===== src/assert_macros.svh =====
// assertion helpers used by the top-level rtl file
`ifndef ASSERT_MACROS_SVH
`define ASSERT_MACROS_SVH

// condition implies consequence in the same cycle
`define ASSERT_SAME(lbl, clk, rst_n, ante, cons) \
    lbl: assert property (@(posedge clk) disable iff (!rst_n) (ante) |-> (cons)) \
        else $error("assertion failed");

// condition implies consequence in the next cycle
`define ASSERT_NEXT(lbl, clk, rst_n, ante, cons) \
    lbl: assert property (@(posedge clk) disable iff (!rst_n) (ante) |=> (cons)) \
        else $error("assertion failed");

`endif


===== src/srht_pkg.sv =====
package srht_pkg;

    // request codes
    localparam logic REQ_WRITE = 1'b0;
    localparam logic REQ_ROUTE = 1'b1;

    // controller to datapath commands
    typedef struct packed {
        logic clear_step;
        logic init;
        logic scan_step;
        logic pick;
        logic relax_step;
        logic path_step;
        logic emit_none;
    } srht_cmd_t;

    // datapath to controller status
    typedef struct packed {
        logic clear_last;
        logic query_bad;
        logic scan_last;
        logic have;
        logic u_is_dst;
        logic relax_last;
        logic at_src;
    } srht_status_t;

endpackage


===== src/srht_ctrl.sv =====
module srht_ctrl
    import srht_pkg::*;
(
    input  logic         clk,
    input  logic         rst_n,
    input  logic         accept,
    input  logic         req_type,
    input  srht_status_t status,
    output srht_cmd_t    cmd,
    output logic         busy
);

    typedef enum logic [2:0] {
        S_CLEAR,
        S_IDLE,
        S_CHECK,
        S_SCAN,
        S_PICK,
        S_RELAX,
        S_PATH,
        S_NONE
    } state_t;

    state_t state_reg, state_next;
    logic   busy_reg;

    // next state
    always_comb
    begin
        state_next = state_reg;
        case (state_reg)
            S_CLEAR:
            begin
                if (status.clear_last)
                    state_next = S_IDLE;
            end
            S_IDLE:
            begin
                if (accept && (req_type == REQ_ROUTE))
                    state_next = S_CHECK;
            end
            S_CHECK:
            begin
                state_next = status.query_bad ? S_NONE : S_SCAN;
            end
            S_SCAN:
            begin
                if (status.scan_last)
                    state_next = S_PICK;
            end
            S_PICK:
            begin
                if (!status.have)
                    state_next = S_NONE;
                else if (status.u_is_dst)
                    state_next = S_PATH;
                else
                    state_next = S_RELAX;
            end
            S_RELAX:
            begin
                if (status.relax_last)
                    state_next = S_SCAN;
            end
            S_PATH:
            begin
                if (status.at_src)
                    state_next = S_IDLE;
            end
            S_NONE:
            begin
                state_next = S_IDLE;
            end
            default:
            begin
                state_next = S_IDLE;
            end
        endcase
    end

    // command decode
    always_comb
    begin
        cmd            = '0;
        cmd.clear_step = (state_reg == S_CLEAR);
        cmd.init       = (state_reg == S_CHECK) && !status.query_bad;
        cmd.scan_step  = (state_reg == S_SCAN);
        cmd.pick       = (state_reg == S_PICK);
        cmd.relax_step = (state_reg == S_RELAX);
        cmd.path_step  = (state_reg == S_PATH);
        cmd.emit_none  = (state_reg == S_NONE);
    end

    // state and busy flag
    always_ff @(posedge clk or negedge rst_n)
    begin
        if (!rst_n)
        begin
            state_reg <= S_CLEAR;
            busy_reg  <= 1'b1;
        end
        else
        begin
            state_reg <= state_next;
            busy_reg  <= (state_next != S_IDLE);
        end
    end

    assign busy = busy_reg;

endmodule


===== config.mk =====
export PLATFORM = sky130hd
export DESIGN_NAME = srht_ctrl
export DESIGN_NICKNAME = d
export VERILOG_FILES = /design/src/assert_macros.svh /design/src/srht_pkg.sv /design/src/srht_ctrl.sv
export SDC_FILE = /design/constraint.sdc
export NUM_CORES = 1
export LEC_CHECK = 0
export ABC_AREA = 0
export BUFFER_PORTS_ARGS = -buffer_cell sky130_fd_sc_hd__buf_2
export CAP_MARGIN = 20
export CORE_AREA = 2 2 39 41
export CTS_CLUSTER_SIZE = 20
export DETAILED_ROUTE_END_ITERATION = 8
export DIE_AREA = 0 0 41 43
export PLACE_DENSITY_LB_ADDON = 0.05
export SLEW_MARGIN = 20
export SYNTH_ARGS = -nofsm -noshare
export SYNTH_HDL_FRONTEND = slang
export SYNTH_SLANG_ARGS = --single-unit

===== constraint.sdc =====
create_clock -name clk -period 1.7 [get_ports clk]
set_input_delay 0.34 -clock clk [delete_from_list [all_inputs] [get_ports clk]]
set_output_delay 0.34 -clock clk [all_outputs]
set_load 0.05 [all_outputs]

### Word level (Yosys, flattened, before mapping)

Cells that the tools add are included.

* register bits: 4
* word-level logic and storage cells: 23

* eq/ne operators: 8
* multiplexer cells: 9
* reductions and logical operators: 4

Operators by type and width (count)
* 3-bit one-hot mux with 8 select lines: 1
* 3-bit two-way mux: 6
* 3-bit equality test, second input constant: 4
* 3-bit by 2-bit equality test with 1-bit output, second input constant: 2
* 2-bit two-way mux: 2
* 3-bit by 1-bit equality test with 1-bit output, second input constant: 1
* 3-bit zero test: 1
* 3-bit by 1-bit inequality test with 1-bit output, second input constant: 1
* 1-bit logical AND: 2
* 1-bit zero test: 1

### Depth between registers and ports, before layout

* word-level depth: 4
* mapped depth: 5
* depth with buffers taken out: 4

### Worst setup path before layout

Ideal clock, no wire load.

* path kind: reg-to-output
* from: register state_reg[1]
* to: output port cmd[5] (netlist bit)
* arrival: 2.118 ns
* slack: -0.758 ns
* cell stages (with the launch flop): 4
* path through: dfrtp_1 > buf_2 > inv_2 > nor4_1

RTL lines
* start: declaration: line srht_ctrl.sv:24 `state_t state_reg, state_next;`
* start signal: assignment: line srht_ctrl.sv:104 `state_reg <= state_next;`
* end: declaration: line srht_ctrl.sv:9 `output srht_cmd_t cmd,`

==> out/results.ini <==
[clock_network]
path_clk_slew_ns=0.04
clk_latency_ns=0.24
numCtsBuffers=3
cts_tree=built
clock-root-buffer=clkbuf_4
cts_buffer_depth=2
clock_sink_count=4
htree_levels=1

[global_route]
grt_max_degree=14
grt.total_usage_pct=11.1
grt-ovfl-total=0
grt_pass1_vias=341
grt_pass1_wl_um=1310
antenna_found_initial=0

[job]
drv_cap=0

[cells_and_area]
nFillCells=156
largest_reg_flops=3
diodes=0
layout.nets=77
seqCellArea_um2=104
multi_input_area_um2=204
fin_util_pct=34.9
layout-drive-gt1-share_pct=47.7
syn2layout_area_growth_pct=46.8

[critical_path]
arrival_ns=1.30
setup.worst_path.start_class=flip-flop
cp-end-kind=output port
cp.required_ns=1.36
rr_startpoint=state_reg[1]
worstPathMaxFanout=12
startpoint=state_reg[0]
critPathKind=reg2out

[logic_synthesis]
async_flop_share_pct=100
synth_cell_type_count=23
seq_area_frac_synth_pct=30.8
synth_most_common_cell=nand2_1
ys_ff_latch=4
synth_area_leaders=dfrtp_1 (23%), dfstp_2 (8.0%), nand2_1 (8.0%)
synth_top_area_share_pct=22.8
synth_cells=44
synthTopCellsByCount=nand2_1 (7), nor2_1 (6), a21oi_1 (4), nand2b_1 (4), dfrtp_1 (3)
syn-num-nets=55
synth_edf_count=0
avgSynthCellArea_um2=7.48
synth_area_um2=329
yosysTopAreaCell=dfrtp_1
synth_flop_cell=dfrtp_1
synth-warning-count=0

[floorplan]
row_count=14
fp.dieH_um=43
start_util_pct=23.8
dieArea_mm2=0.00176
core_area_mm2=0.00138
die_w_um=41
ioPinCount=19

[placement]
gp_congestion=0.696
hpwl_um=681
io_buffers=18

[hold_path]
hold_class=in2reg
holdCritStartpoint=status[6]

[routing]
viasPerCell=4.79
drt-total-wl_um=895
routedWlPerCell_um=11.0
drc=0
final_antenna_net_count=0
via_count=388
drt-pass1-iter-count=4
initialDrtViolationCount=5

[sta]
setup-violations-final=0
slew_violations=0
period_share_pct=96.7
worst_pin_slew_ns=0.247
tns_ns=0
finalHoldViolCount=0
rsz0062_at_grt=no
period_needed_ns=1.64
max_slew_margin_pct=83.3
max_freq_mhz=608
skew_ns=0.00366

[power]
p_leak_uw=0.000230
vdd_ir_drop_max_uv=681
powerDensity_mw_per_mm2=2000
power_uw=966

[run_status]
outcome=finished, final reports clean

-- final cells by class --
| type | count | share of cell area, % |
|---|---|---|
| Multi-Input combinational cell | 34 | 42.2 |
| Timing Repair Buffer | 20 | 24.4 |
| Sequential cell | 4 | 21.5 |
| Clock buffer | 4 | 5.44 |
| Tap cell | 16 | 4.15 |
| Inverter | 3 | 2.33 |
-- repair_timing --
action,in CTS,in global routing
buffers inserted,0,0
endpoints found under the setup margin,3,3
hold endpoints to repair,3,0
gates resized for setup,3,4
hold buffers,1,0
-- cells by family (layout without fill, tap and decap cells) --
logic type	count (synthesis)	count (layout)	share of synthesized area [%]
compound gates	12	12	24.7
simple gates	22	22	33.8
buf+inv	6	27	10.6
flops	4	4	30.8
-- stage by stage --
stage / area (um^2) / cells / hold slack (ns) / setup WS, ns
floorplan: 340 / 44 / 0.0444 / -0.187
global placement: 434 / 76 / 0.151 / 0.202
detailed placement: 434 / 76 / 0.150 / 0.201
CTS: 475 / 81 / 0.386 / 0.0214
global route: 483 / 81 / 0.408 / 0.00577
finish: 483 / 81 / 0.396 / 0.0558
-- path summary, 6_finish.rpt --
kind / slack, ns / depth (start not counted) / to
setup / recovery: 0.06 / 3 / cmd[3]
hold / removal: 0.40 / 3 / state_reg[0]
setup reg to reg: 0.49 / 5 / busy
hold reg to reg: 0.69 / 2 / state_reg[0]
max in group asynchronous: 1.05 / 2 / busy
min in group asynchronous: 0.45 / 2 / state_reg[1]
-- cell usage in the layout, fill, tap and decap left out, types with 2 or more instances in the layout --
cell type  synthesis  final
a21oi_1            4      4
buf_2              1     14
buf_4              0      3
clkbuf_4           1      5
dfrtp_2            0      2
inv_1              2      2
nand2_1            7      7
nand2b_1           4      4
nor2_1             6      6
nor4_2             1      2
o21ai_0            2      2
-- where the power goes --
group / total [uW] / switching, uW / internal (uW)
registers: 251 / 98.4 / 153
logic: 585 / 396 / 189
clock network: 130 / 41.7 / 88.3
-- critical path, stage by stage, from the launching register on --
cell and delay [ns]:
dfrtp_2 0.49, nand2b_1 0.21, nor2_1 0.15, buf_4 0.22
-- per-layer routing --
layer,wire length (um),track usage (%),part of all wire [%],up-vias
met5,0,0,0,-
met4,0,8.00,0,0
met3,63,3.14,7.0,0
met2,411,14.7,46,18
met1,420,14.7,47,178
li1,-,-,-,192
No activity file was read; power rests on OpenSTA's default activity.
